`config.mk`:
```
export PLATFORM = sky130hd
export DESIGN_NAME = sliding_window_min_max_mean
export DESIGN_NICKNAME = d
export VERILOG_FILES = /design/src/swmm_pkg.sv /design/src/swmm_ram.sv /design/src/swmm_div.sv /design/src/sliding_window_min_max_mean.sv
export SDC_FILE = /design/constraint.sdc
export NUM_CORES = 2
export LEC_CHECK = 0
export BUFFER_PORTS_ARGS = -buffer_cell sky130_fd_sc_hd__buf_2
export CORE_ASPECT_RATIO = 1.75
export CORE_MARGIN = 3
export CORE_UTILIZATION = 40
export DETAILED_ROUTE_END_ITERATION = 7
export PLACE_DENSITY = 0.52
export SYNTH_ARGS = -nofsm -noshare
export SYNTH_HDL_FRONTEND = slang
export SYNTH_SLANG_ARGS = --single-unit
```
`constraint.sdc`:
```
create_clock -name clk -period 35.3 [get_ports clk]
set_input_delay 5.295 -clock clk [delete_from_list [all_inputs] [get_ports clk]]
set_output_delay 5.295 -clock clk [all_outputs]
set_load 0.01 [all_outputs]
```
`src/swmm_pkg.sv`:
```
package swmm_pkg;

  localparam int VALUE_BITS = 24;
  localparam int TIME_BITS = 32;
  localparam int CFG_BITS = 7;
  localparam logic [CFG_BITS-1:0] CFG_RESET = 7'd8;
  localparam int DEF_MAX_WINDOW = 64;

  typedef struct packed {
    logic signed [VALUE_BITS-1:0] sample_value;
    logic [TIME_BITS-1:0]         sample_time;
    logic                         series_start;
  } in_word_t;

  typedef struct packed {
    logic [TIME_BITS-1:0]         window_first_time;
    logic [TIME_BITS-1:0]         window_last_time;
    logic signed [VALUE_BITS-1:0] window_mean;
    logic signed [VALUE_BITS-1:0] lowest_value;
    logic [TIME_BITS-1:0]         lowest_time;
    logic signed [VALUE_BITS-1:0] highest_value;
    logic [TIME_BITS-1:0]         highest_time;
  } out_word_t;

  typedef enum logic [6:0] {
    S_IDLE  = 7'b0000001,
    S_RDOLD = 7'b0000010,
    S_SUB   = 7'b0000100,
    S_WR    = 7'b0001000,
    S_SCAN  = 7'b0010000,
    S_DIV   = 7'b0100000,
    S_OUT   = 7'b1000000
  } seq_state_t;

endpackage

```
`src/swmm_ram.sv`:
```
module swmm_ram #(
  parameter int WIDTH = 8,
  parameter int DEPTH = 64,
  localparam int AW = (DEPTH > 1) ? $clog2(DEPTH) : 1
) (
  input  logic             clk,
  input  logic             we,
  input  logic [AW-1:0]    waddr,
  input  logic [WIDTH-1:0] wdata,
  input  logic [AW-1:0]    raddr,
  output logic [WIDTH-1:0] rdata
);

  logic [WIDTH-1:0] mem [DEPTH];
  logic [WIDTH-1:0] rdata_r;

  always_ff @(posedge clk) begin
    if (we) begin
      mem[waddr] <= wdata;
    end
    rdata_r <= mem[raddr];
  end

  assign rdata = rdata_r;

endmodule

```
`src/swmm_div.sv`:
```
module swmm_div #(
  parameter int NUM_W = 31,
  parameter int DEN_W = 7
) (
  input  logic             clk,
  input  logic             rst_n,
  input  logic             start,
  input  logic [NUM_W-1:0] dividend,
  input  logic [DEN_W-1:0] divisor,
  output logic [NUM_W-1:0] quotient,
  output logic             done
);

  localparam int CNT_W = $clog2(NUM_W + 1);

  logic [DEN_W-1:0] rem_r, rem_nxt;
  logic [NUM_W-1:0] quo_r, quo_nxt;
  logic [DEN_W-1:0] den_r, den_nxt;
  logic [CNT_W-1:0] cnt_r, cnt_nxt;
  logic             busy_r, busy_nxt;
  logic             done_r, done_nxt;
  logic [DEN_W:0]   trial;
  logic [DEN_W:0]   diff;
  logic             ge;

  // One quotient bit per cycle, most significant first.
  always_comb begin
    trial = {rem_r, quo_r[NUM_W-1]};
    diff = trial - {1'b0, den_r};
    ge = (trial >= {1'b0, den_r});
    rem_nxt = rem_r;
    quo_nxt = quo_r;
    den_nxt = den_r;
    cnt_nxt = cnt_r;
    busy_nxt = busy_r;
    done_nxt = 1'b0;
    if (start) begin
      rem_nxt = '0;
      quo_nxt = dividend;
      den_nxt = divisor;
      cnt_nxt = CNT_W'(NUM_W);
      busy_nxt = 1'b1;
    end else if (busy_r) begin
      rem_nxt = ge ? diff[DEN_W-1:0] : trial[DEN_W-1:0];
      quo_nxt = {quo_r[NUM_W-2:0], ge};
      cnt_nxt = cnt_r - 1'b1;
      if (cnt_r == CNT_W'(1)) begin
        busy_nxt = 1'b0;
        done_nxt = 1'b1;
      end
    end
  end

  always_ff @(posedge clk) begin
    if (!rst_n) begin
      busy_r <= 1'b0;
      done_r <= 1'b0;
      cnt_r <= '0;
    end else begin
      busy_r <= busy_nxt;
      done_r <= done_nxt;
      cnt_r <= cnt_nxt;
    end
  end

  always_ff @(posedge clk) begin
    rem_r <= rem_nxt;
    quo_r <= quo_nxt;
    den_r <= den_nxt;
  end

  assign quotient = quo_r;
  assign done = done_r;

endmodule

```
`src/sliding_window_min_max_mean.sv`:
```
// Channel  Direction  Handshake              Carries
// in       input      in_valid / in_ready    in_word_t: value, timestamp, series start
// out      output     out_valid / out_ready  out_word_t: times, mean, lowest, highest
// cfg      input      cfg_valid / cfg_ready  window length, 7 bits
//
// A word that gives no result passes only S_RDOLD and S_WR; one that gives a result also
// passes S_SUB once the window is full, then S_SCAN, a scan of the sample memory through
// its single read port, and S_DIV, the bit-serial divider, before S_OUT.
// Reset is synchronous and needs no clearing pass: the window starts empty.
// The next word is taken while a result waits in the output register; the sequencer
// stalls only when a new result is ready and the previous one has not been taken.
module sliding_window_min_max_mean #(
  parameter int MAX_WINDOW = swmm_pkg::DEF_MAX_WINDOW
) (
  input  logic                                clk,
  input  logic                                rst_n,
  input  logic                                in_valid,
  output logic                                in_ready,
  input  swmm_pkg::in_word_t                  in_data,
  output logic                                out_valid,
  input  logic                                out_ready,
  output swmm_pkg::out_word_t                 out_data,
  input  logic                                cfg_valid,
  output logic                                cfg_ready,
  input  logic [swmm_pkg::CFG_BITS-1:0]       cfg_data
);

  import swmm_pkg::*;

  localparam int AW = (MAX_WINDOW > 1) ? $clog2(MAX_WINDOW) : 1;
  localparam int LW = $clog2(MAX_WINDOW + 1);
  localparam int IW = AW + 2;
  localparam int SUM_W = VALUE_BITS + LW;
  localparam int MEM_W = VALUE_BITS + TIME_BITS;

  function automatic logic [AW-1:0] ring_back(input logic [AW-1:0] pos,
                                              input logic [LW-1:0] len);
    logic [IW-1:0] t;
    begin
      t = IW'(pos) + IW'(MAX_WINDOW) - IW'(len);
      if (t >= IW'(MAX_WINDOW)) begin
        t = t - IW'(MAX_WINDOW);
      end
      ring_back = t[AW-1:0];
    end
  endfunction

  function automatic logic [AW-1:0] ring_inc(input logic [AW-1:0] pos);
    begin
      if (IW'(pos) == IW'(MAX_WINDOW - 1)) begin
        ring_inc = '0;
      end else begin
        ring_inc = pos + 1'b1;
      end
    end
  endfunction

  seq_state_t state_r, state_nxt;
  logic [CFG_BITS-1:0] cfg_r, cfg_nxt;
  logic [AW-1:0] head_r, head_nxt;
  logic [LW-1:0] fill_r, fill_nxt;
  logic signed [SUM_W-1:0] sum_r, sum_nxt;
  logic [AW-1:0] ptr_r, ptr_nxt;
  logic [LW-1:0] cnt_r, cnt_nxt;
  logic pend_r, pend_nxt;
  logic first_r, first_nxt;
  logic out_valid_r, out_valid_nxt;

  in_word_t item_r, item_nxt;
  logic signed [VALUE_BITS-1:0] lo_val_r, lo_val_nxt, hi_val_r, hi_val_nxt;
  logic [TIME_BITS-1:0] lo_time_r, lo_time_nxt, hi_time_r, hi_time_nxt;
  logic [TIME_BITS-1:0] first_time_r, first_time_nxt;
  logic signed [VALUE_BITS-1:0] mean_r, mean_nxt;
  out_word_t out_r, out_nxt;

  logic [LW-1:0] len_w;
  logic in_acc;
  logic cfg_acc;
  logic mem_we;
  logic [AW-1:0] mem_waddr, mem_raddr;
  logic [MEM_W-1:0] mem_wdata, mem_rdata;
  logic signed [VALUE_BITS-1:0] rd_val;
  logic [TIME_BITS-1:0] rd_time;
  logic div_start, div_done;
  logic [SUM_W-1:0] div_mag, div_quo, mean_full;

  always_comb begin
    if (cfg_r == '0) begin
      len_w = LW'(1);
    end else if (32'(cfg_r) > 32'(MAX_WINDOW)) begin
      len_w = LW'(MAX_WINDOW);
    end else begin
      len_w = LW'(cfg_r);
    end
  end

  assign in_ready = (state_r == S_IDLE) && !cfg_valid;
  assign cfg_ready = (state_r == S_IDLE);
  assign in_acc = in_valid && in_ready;
  assign cfg_acc = cfg_valid && cfg_ready;

  assign rd_val = mem_rdata[MEM_W-1 -: VALUE_BITS];
  assign rd_time = mem_rdata[TIME_BITS-1:0];
  assign div_mag = sum_r[SUM_W-1] ? SUM_W'(-sum_r) : SUM_W'(sum_r);
  assign mean_full = sum_r[SUM_W-1] ? -div_quo : div_quo;

  always_comb begin
    state_nxt = state_r;
    cfg_nxt = cfg_r;
    head_nxt = head_r;
    fill_nxt = fill_r;
    sum_nxt = sum_r;
    ptr_nxt = ptr_r;
    cnt_nxt = cnt_r;
    pend_nxt = 1'b0;
    first_nxt = first_r;
    out_valid_nxt = out_valid_r && !out_ready;
    item_nxt = item_r;
    lo_val_nxt = lo_val_r;
    lo_time_nxt = lo_time_r;
    hi_val_nxt = hi_val_r;
    hi_time_nxt = hi_time_r;
    first_time_nxt = first_time_r;
    mean_nxt = mean_r;
    out_nxt = out_r;
    mem_we = 1'b0;
    mem_waddr = head_r;
    mem_wdata = {item_r.sample_value, item_r.sample_time};
    mem_raddr = ptr_r;
    div_start = 1'b0;

    case (state_r)
      S_IDLE: begin
        if (cfg_acc) begin
          cfg_nxt = cfg_data;
          head_nxt = '0;
          fill_nxt = '0;
          sum_nxt = '0;
        end
        if (in_acc) begin
          item_nxt = in_data;
          if (in_data.series_start) begin
            head_nxt = '0;
            fill_nxt = '0;
            sum_nxt = '0;
          end
          state_nxt = S_RDOLD;
        end
      end
      S_RDOLD: begin
        mem_raddr = ring_back(head_r, len_w);
        state_nxt = (fill_r >= len_w) ? S_SUB : S_WR;
      end
      S_SUB: begin
        sum_nxt = sum_r - SUM_W'(rd_val);
        fill_nxt = len_w - 1'b1;
        state_nxt = S_WR;
      end
      S_WR: begin
        mem_we = 1'b1;
        sum_nxt = sum_r + SUM_W'(item_r.sample_value);
        head_nxt = ring_inc(head_r);
        fill_nxt = fill_r + 1'b1;
        if ((fill_r + 1'b1) < len_w) begin
          state_nxt = S_IDLE;
        end else begin
          ptr_nxt = ring_back(ring_inc(head_r), len_w);
          cnt_nxt = len_w;
          first_nxt = 1'b1;
          state_nxt = S_SCAN;
        end
      end
      S_SCAN: begin
        if (cnt_r != '0) begin
          ptr_nxt = ring_inc(ptr_r);
          cnt_nxt = cnt_r - 1'b1;
          pend_nxt = 1'b1;
        end
        if (pend_r) begin
          if (first_r) begin
            first_nxt = 1'b0;
            lo_val_nxt = rd_val;
            lo_time_nxt = rd_time;
            hi_val_nxt = rd_val;
            hi_time_nxt = rd_time;
            first_time_nxt = rd_time;
          end else begin
            if (rd_val < lo_val_r) begin
              lo_val_nxt = rd_val;
              lo_time_nxt = rd_time;
            end
            if (rd_val > hi_val_r) begin
              hi_val_nxt = rd_val;
              hi_time_nxt = rd_time;
            end
          end
          if (cnt_r == '0) begin
            div_start = 1'b1;
            state_nxt = S_DIV;
          end
        end
      end
      S_DIV: begin
        if (div_done) begin
          mean_nxt = mean_full[VALUE_BITS-1:0];
          state_nxt = S_OUT;
        end
      end
      S_OUT: begin
        if (!out_valid_r || out_ready) begin
          out_nxt.window_first_time = first_time_r;
          out_nxt.window_last_time = item_r.sample_time;
          out_nxt.window_mean = mean_r;
          out_nxt.lowest_value = lo_val_r;
          out_nxt.lowest_time = lo_time_r;
          out_nxt.highest_value = hi_val_r;
          out_nxt.highest_time = hi_time_r;
          out_valid_nxt = 1'b1;
          state_nxt = S_IDLE;
        end
      end
      default: begin
        state_nxt = S_IDLE;
      end
    endcase
  end

  always_ff @(posedge clk) begin
    if (!rst_n) begin
      state_r <= S_IDLE;
      cfg_r <= CFG_RESET;
      head_r <= '0;
      fill_r <= '0;
      sum_r <= '0;
      ptr_r <= '0;
      cnt_r <= '0;
      pend_r <= 1'b0;
      first_r <= 1'b0;
      out_valid_r <= 1'b0;
    end else begin
      state_r <= state_nxt;
      cfg_r <= cfg_nxt;
      head_r <= head_nxt;
      fill_r <= fill_nxt;
      sum_r <= sum_nxt;
      ptr_r <= ptr_nxt;
      cnt_r <= cnt_nxt;
      pend_r <= pend_nxt;
      first_r <= first_nxt;
      out_valid_r <= out_valid_nxt;
    end
  end

  always_ff @(posedge clk) begin
    item_r <= item_nxt;
    lo_val_r <= lo_val_nxt;
    lo_time_r <= lo_time_nxt;
    hi_val_r <= hi_val_nxt;
    hi_time_r <= hi_time_nxt;
    first_time_r <= first_time_nxt;
    mean_r <= mean_nxt;
    out_r <= out_nxt;
  end

  assign out_valid = out_valid_r;
  assign out_data = out_r;

  swmm_ram #(
    .WIDTH(MEM_W),
    .DEPTH(MAX_WINDOW)
  ) u_ring (
    .clk(clk),
    .we(mem_we),
    .waddr(mem_waddr),
    .wdata(mem_wdata),
    .raddr(mem_raddr),
    .rdata(mem_rdata)
  );

  swmm_div #(
    .NUM_W(SUM_W),
    .DEN_W(LW)
  ) u_div (
    .clk(clk),
    .rst_n(rst_n),
    .start(div_start),
    .dividend(div_mag),
    .divisor(len_w),
    .quotient(div_quo),
    .done(div_done)
  );

endmodule
```
Yosys cells after proc, flatten, opt, wreduce, memory -nomap -nowiden
Memories as Yosys holds them, arrays and structs flattened. A register that Yosys moved wholly into a read port is not among the register bits.
Index checks and enable logic that the tools add are counted.
{ "totals": {"reg_bits": 550, "word_cells": 171, "latch_bits": 0, "ram_bits": 3584, "in_bits": 69, "mem_bits_ro": 0, "mem_count": 1} }
{ "memory_table": {"columns": ["memory", "depth", "width", "rd", "rd_clocked_by_memory_dff", "wr", "line", "text"], "rows": [
  ["u_ring.mem", 64, 56, 1, 1, 1, "swmm_ram.sv:14", "logic [WIDTH-1:0] mem [DEPTH];"]
]} }
{ "classes": {"bitwise": 2, "muxes": 66, "n_reduce_logical": 29, "shift": 0, "eq_ne": 17, "add_sub_neg": 17, "mul": 0, "n_div": 0, "magnitude_cmp": 8} }
{ "op_table": {"columns": ["cell", "n"], "rows": [
  ["31-bit 2-to-1 mux", 6],
  ["32-bit 2-to-1 mux", 4],
  ["24-bit 2-to-1 mux", 5],
  ["31-bit one-hot mux with 3 select lines", 1],
  ["7-bit 2-to-1 mux", 13],
  ["6-bit 2-to-1 mux", 12],
  ["7-bit one-hot mux with 7 select lines", 1],
  ["31-bit by 24-bit adder with 31-bit output", 1],
  ["31-bit negator", 1],
  ["31-bit by 24-bit subtractor with 31-bit output", 1],
  ["24-bit > comparator", 1],
  ["24-bit less-than comparator", 1],
  ["24-bit negator", 1],
  ["6-bit one-hot mux with 2 select lines", 2],
  ["7-bit one-hot mux with 3 select lines", 1],
  ["6-bit by 7-bit adder with 8-bit output (second input constant)", 2],
  ["8-bit by 7-bit greater-or-equal comparator with 1-bit output (second input constant)", 2],
  ["8-bit by 7-bit subtractor with 8-bit output", 2],
  ["1-bit 2-to-1 mux", 15],
  ["5-bit 2-to-1 mux", 3],
  ["3-bit AND reduction", 5],
  ["7-bit zero test", 2],
  ["7-bit one-hot mux with 2 select lines", 1],
  ["7-bit by 1-bit subtractor with 7-bit output (second input constant)", 2],
  ["other kinds (32)", 54]
]} }

Depth between registers and ports, before layout
{ "logic_depth": {"word_depth": 12, "depth_mapped": 19, "mapped_depth_nobuf": 19} }

Hierarchy
Synthesis repeated with hierarchy kept, for this count alone.
{ "hier_totals": {"hier_cells": 7739, "hier_area_um2": 160809.2} }
{ "by_module_without_submodules": {"columns": ["module", "cells_each", "seq_area_each_um2", "area_each_um2", "n_inst"], "rows": [
  ["swmm_ram", 5949, 108744.3, 136966.4, 1],
  ["sliding_window_min_max_mean", 1589, 14213.6, 21299.2, 1],
  ["swmm_div", 201, 1421.4, 2543.7, 1]
]} }

Worst setup path before layout
No wires, ideal clock.
{ "synth_timing": {"path_kind": "input -> register", "start": "input port out_ready", "end": "register out_r, in the netlist out_data[0], enable pin", "setup_slack_ns": 20.327, "arrival_time_ns": 14.185, "path_buffers": 0, "required_time_ns": 34.512, "stages": 2, "cell_sequence": "nor2b_1 -> nor2b_1"} }
{ "synth_via": {"elab_chain_cells": 2} }
{ "synth_lines": {"columns": ["item", "line", "text"], "rows": [
  ["start: declaration", "sliding_window_min_max_mean.sv:21", "input logic out_ready,"],
  ["1-bit logical OR", "sliding_window_min_max_mean.sv:210", "if (!out_valid_r || out_ready) begin"],
  ["2-bit AND reduction (no line)", null, null],
  ["end signal: assignment", "sliding_window_min_max_mean.sv:262", "out_r <= out_nxt;"],
  ["end: declaration", "sliding_window_min_max_mean.sv:74", "out_word_t out_r, out_nxt;"]
]} }
Every way passes these cells.
A chain may end at the register's enable or synchronous reset.

Worst setup path in the final report
{ "layout_timing": {"start": "input port cfg_valid", "end": "output port in_ready"} }
{ "layout_via": {"elab_chain_cells": 2} }
{ "layout_lines": {"columns": ["item", "line", "text"], "rows": [
  ["start: declaration", "sliding_window_min_max_mean.sv:23", "input logic cfg_valid,"],
  ["1-bit zero test", "sliding_window_min_max_mean.sv:97", "assign in_ready = (state_r == S_IDLE) && !cfg_valid;"],
  ["1-bit logical AND", "sliding_window_min_max_mean.sv:97", null],
  ["end: declaration", "sliding_window_min_max_mean.sv:18", "output logic in_ready,"]
]} }
Every way passes these cells.

==> run_results.csv <==
group,metric,value,unit
timing,max_freq,90.33,MHz
critical_path,cp-start-kind,"primary input",
floorplan,fp.dieArea,416300,µm²
critical_path,cp_cell_sequence,"buf_2, nor2_1, buf_2",
global_route,antenna_found_initial,29,
timing,setup_tns,0,ns
routing,routed_wl,544600,µm
timing,finClkSkew,0.05908,ns
critical_path,slowest_delay,0.17,ns
clock_network,clk_pin_slew,0.06,ns
floorplan,initial_core_util,40.27,%
timing,rsz0062_at_grt,"no",
routing,ant_nets,0,
clock_network,root_buffer,"clkbuf_16",
clock_network,ctsHoldBuffers,0,
routing,via_per_inst,6.035,
placed_design,dpl.cell_count,15966,
clock_network,cts_tree,"done",
floorplan,die_y,851.2,µm
critical_path,cp_slowest_cell,"buf_2",
timing,setup_violations,0,
pwr,leakagePower,63.20,nW
yosys,syn-cell-area,163300,µm²
critical_path,cp_data_arrival_time,5.78,ns
yosys,synth_area_leaders,"edfxtp_1 74%, a21oi_1 3.7%, mux2i_1 3.6%",
timing,maxSlewViolCount,0,
timing,hold_viol_final,0,
global_route,grt_usage,25.43,%
routing,vias,100795,
yosys,syn_nets,10999,
critical_path,worstPathMaxFanout,11,
clock_network,postCtsSetupRepairBufs,0,
cells_and_area,num-fill-cells,35128,
global_route,grt_pass1_vias,98117,
floorplan,pin_count,272,
placed_design,io_buffers,271,
cells_and_area,finalInstanceArea,184500,µm²
placed_design,place_hpwl,297400,µm
global_route,grt_max_degree,162,
min_path,holdCritPathClass,"flop to flop",
yosys,synth_edf_count,4046,
floorplan,core_area,405600,µm²
floorplan,die_x,489,µm
timing,worst_slew_pin_slew,1.307,ns
clock_network,cts_buffer_depth,4,
critical_path,cp_common_cell,"buf_2",
yosys,synth-seq-cells,4190,
routing,dr.pass1.iters,6,
routing,avgRoutedWirePerCell,32.61,µm
flow_run,maxCapViolCount,0,
clock_network,cts_made_buffers,392,
routing,drtIter0Drc,11688,
cells_and_area,layout-drive-gt1-share,11.36,%
global_route,grt_overflow,0,
pwr,ir_drop,0.00003830,V
clock_network,worstSkewPairLatency,0.97,ns
yosys,ys_seq_area_share,76.17,%
placed_design,post-place-ws,24.21,ns
yosys,syn_area_per_cell,15.12,µm²
yosys,synth_cell_type_count,72,
pwr,power_density,56.88,nW/µm²
yosys,yosysWarningCount,0,
cells_and_area,syn_to_final_growth,12.97,%
timing,fin_crit,11.07,ns
global_route,grt_first_pass_wirelength,752500,µm
critical_path,path_class,"primary input to output port",
routing,drc,0,
critical_path,end_kind,"output port",
timing,period_share,31.36,%
timing,fin_ws,24.23,ns
yosys,ys_async_sr_fraction,0,%
yosys,yosys.area.top_type_share,74.40,%
status,outcome,"completed",
placed_design,placed_cell_area,171600,µm²
placed_design,gp_congestion,0.8083,
cells_and_area,stdcell_count,16703,
yosys,synthCells,10803,
clock_network,h-tree-depth,5,
yosys,ys.flop_type,"edfxtp_1",
critical_path,cp.required,30.00,ns
clock_network,cts_sinks,4190,
cells_and_area,fin_nets,11269,
clock_network,cts_resized,0,
yosys,yosys.area.top_type,"edfxtp_1",
floorplan,rows,309,
timing,slew_headroom,12.07,%
-- cells by family (layout without fill, tap and decap cells) --
family	count (synthesis)	in the layout	share of synthesized area (%)
compound gates	2730	2730	10.70
xor+xnor	119	119	0.6382
fa+ha+maj	127	127	0.9915
buf+inv	816	1405	2.090
flops	4190	4190	76.17
mux	586	586	3.595
other cells	0	24	0
simple gates	2235	2235	5.820
-- where the power goes --
| group | internal (W) | switching (W) |
|---|---|---|
| Clock | 0.00242 | 0.00189 |
| Combinational | 0.000171 | 0.000462 |
| Sequential | 0.00551 | 0.0000444 |
-- metal layers --
metal	GRT usage, %	vias to the layer above	share of wire (%)
li1	-	42676	-
met1	31.99	52406	38
met2	43.13	4672	49
met3	3.444	1031	7.3
met4	12.42	10	5.4
met5	0	-	0.012
-- critical path: cells and delay by family --
kind                   cells  cell delay (ns)
buffers and inverters      2             0.33
and+or+nand+nor            1             0.14
-- final timing paths --
kind | from | endpoint | slack, ns | cells after the start
worst max-delay path | cfg_valid | in_ready | 24.23 | 3
worst min-delay path | mean_r[21] | out_data[133] | 0.38 | 0
worst max register to register | cfg_r[6] | u_ring.rdata[51] | 27.28 | 17
worst min register to register | mean_r[21] | out_data[133] | 0.38 | 0
-- sequential cells by signal (all words and copies together) (netlist names), 24 cells and up --
register        flops
mean_r             24
hi_val_r           24
u_div.quotient     31
lo_time_r          32
u_ring.mem       3584
u_ring.rdata       56
out_data          200
sum_r              31
lo_val_r           24
hi_time_r          32
first_time_r       32
item_r             56
-- metrics by stage --
stage               utilization, %  hold slack [ns]  power (W)
global route                 45.48           0.3895    0.01079
global placement             42.31           0.4021   0.006278
floorplan                        -           0.4003   0.006020
CTS                          45.47           0.3788    0.01056
detailed placement           42.31           0.4045   0.006291
finish                       45.49           0.3800    0.01049
-- placed cells by master, fill, tap and decap left out, types with 63 or more instances in the layout --
cell,count
a221oi_1,472
nand2_1,1471
a21oi_1,1206
buf_2,271
inv_1,94
dfxtp_1,144
o22ai_1,212
nor2_1,145
nor2_4,65
edfxtp_1,4046
buf_4,309
clkinv_2,73
ha_1,123
clkbuf_16,402
clkbuf_1,67
xor2_1,68
a32oi_1,106
a22oi_1,333
nor3_1,240
o21ai_0,214
clkinv_1,63
mux2i_1,581
-- cells in the mapped netlist, types with 46 or more instances --
cell type,number
a21o_1,46
a21oi_1,1207
a221oi_1,472
a22oi_1,333
a32oi_1,106
and3_1,51
buf_1,74
buf_2,193
clkbuf_1,426
dfxtp_1,144
edfxtp_1,4046
ha_1,123
inv_1,94
mux2i_1,582
nand2_1,1474
nand3_1,46
nor2_1,210
nor3_1,240
nor4_1,57
o21ai_0,215
o22ai_1,212
xnor2_1,51
xor2_1,68
-- layout make-up --
cell class | count | area, µm² | share of cell area [%]
Clock inverter | 225 | 2262 | 1.226
Inverter | 96 | 360.3 | 0.1953
Clock buffer | 488 | 10570 | 5.731
Tap cell | 5287 | 6615 | 3.586
Sequential cell | 4190 | 124400 | 67.42
Antenna cell | 24 | 60.06 | 0.03255
Timing Repair Buffer | 596 | 3996 | 2.166
Multi-Input combinational cell | 5797 | 36240 | 19.64
(Power assumes the default switching activity.)
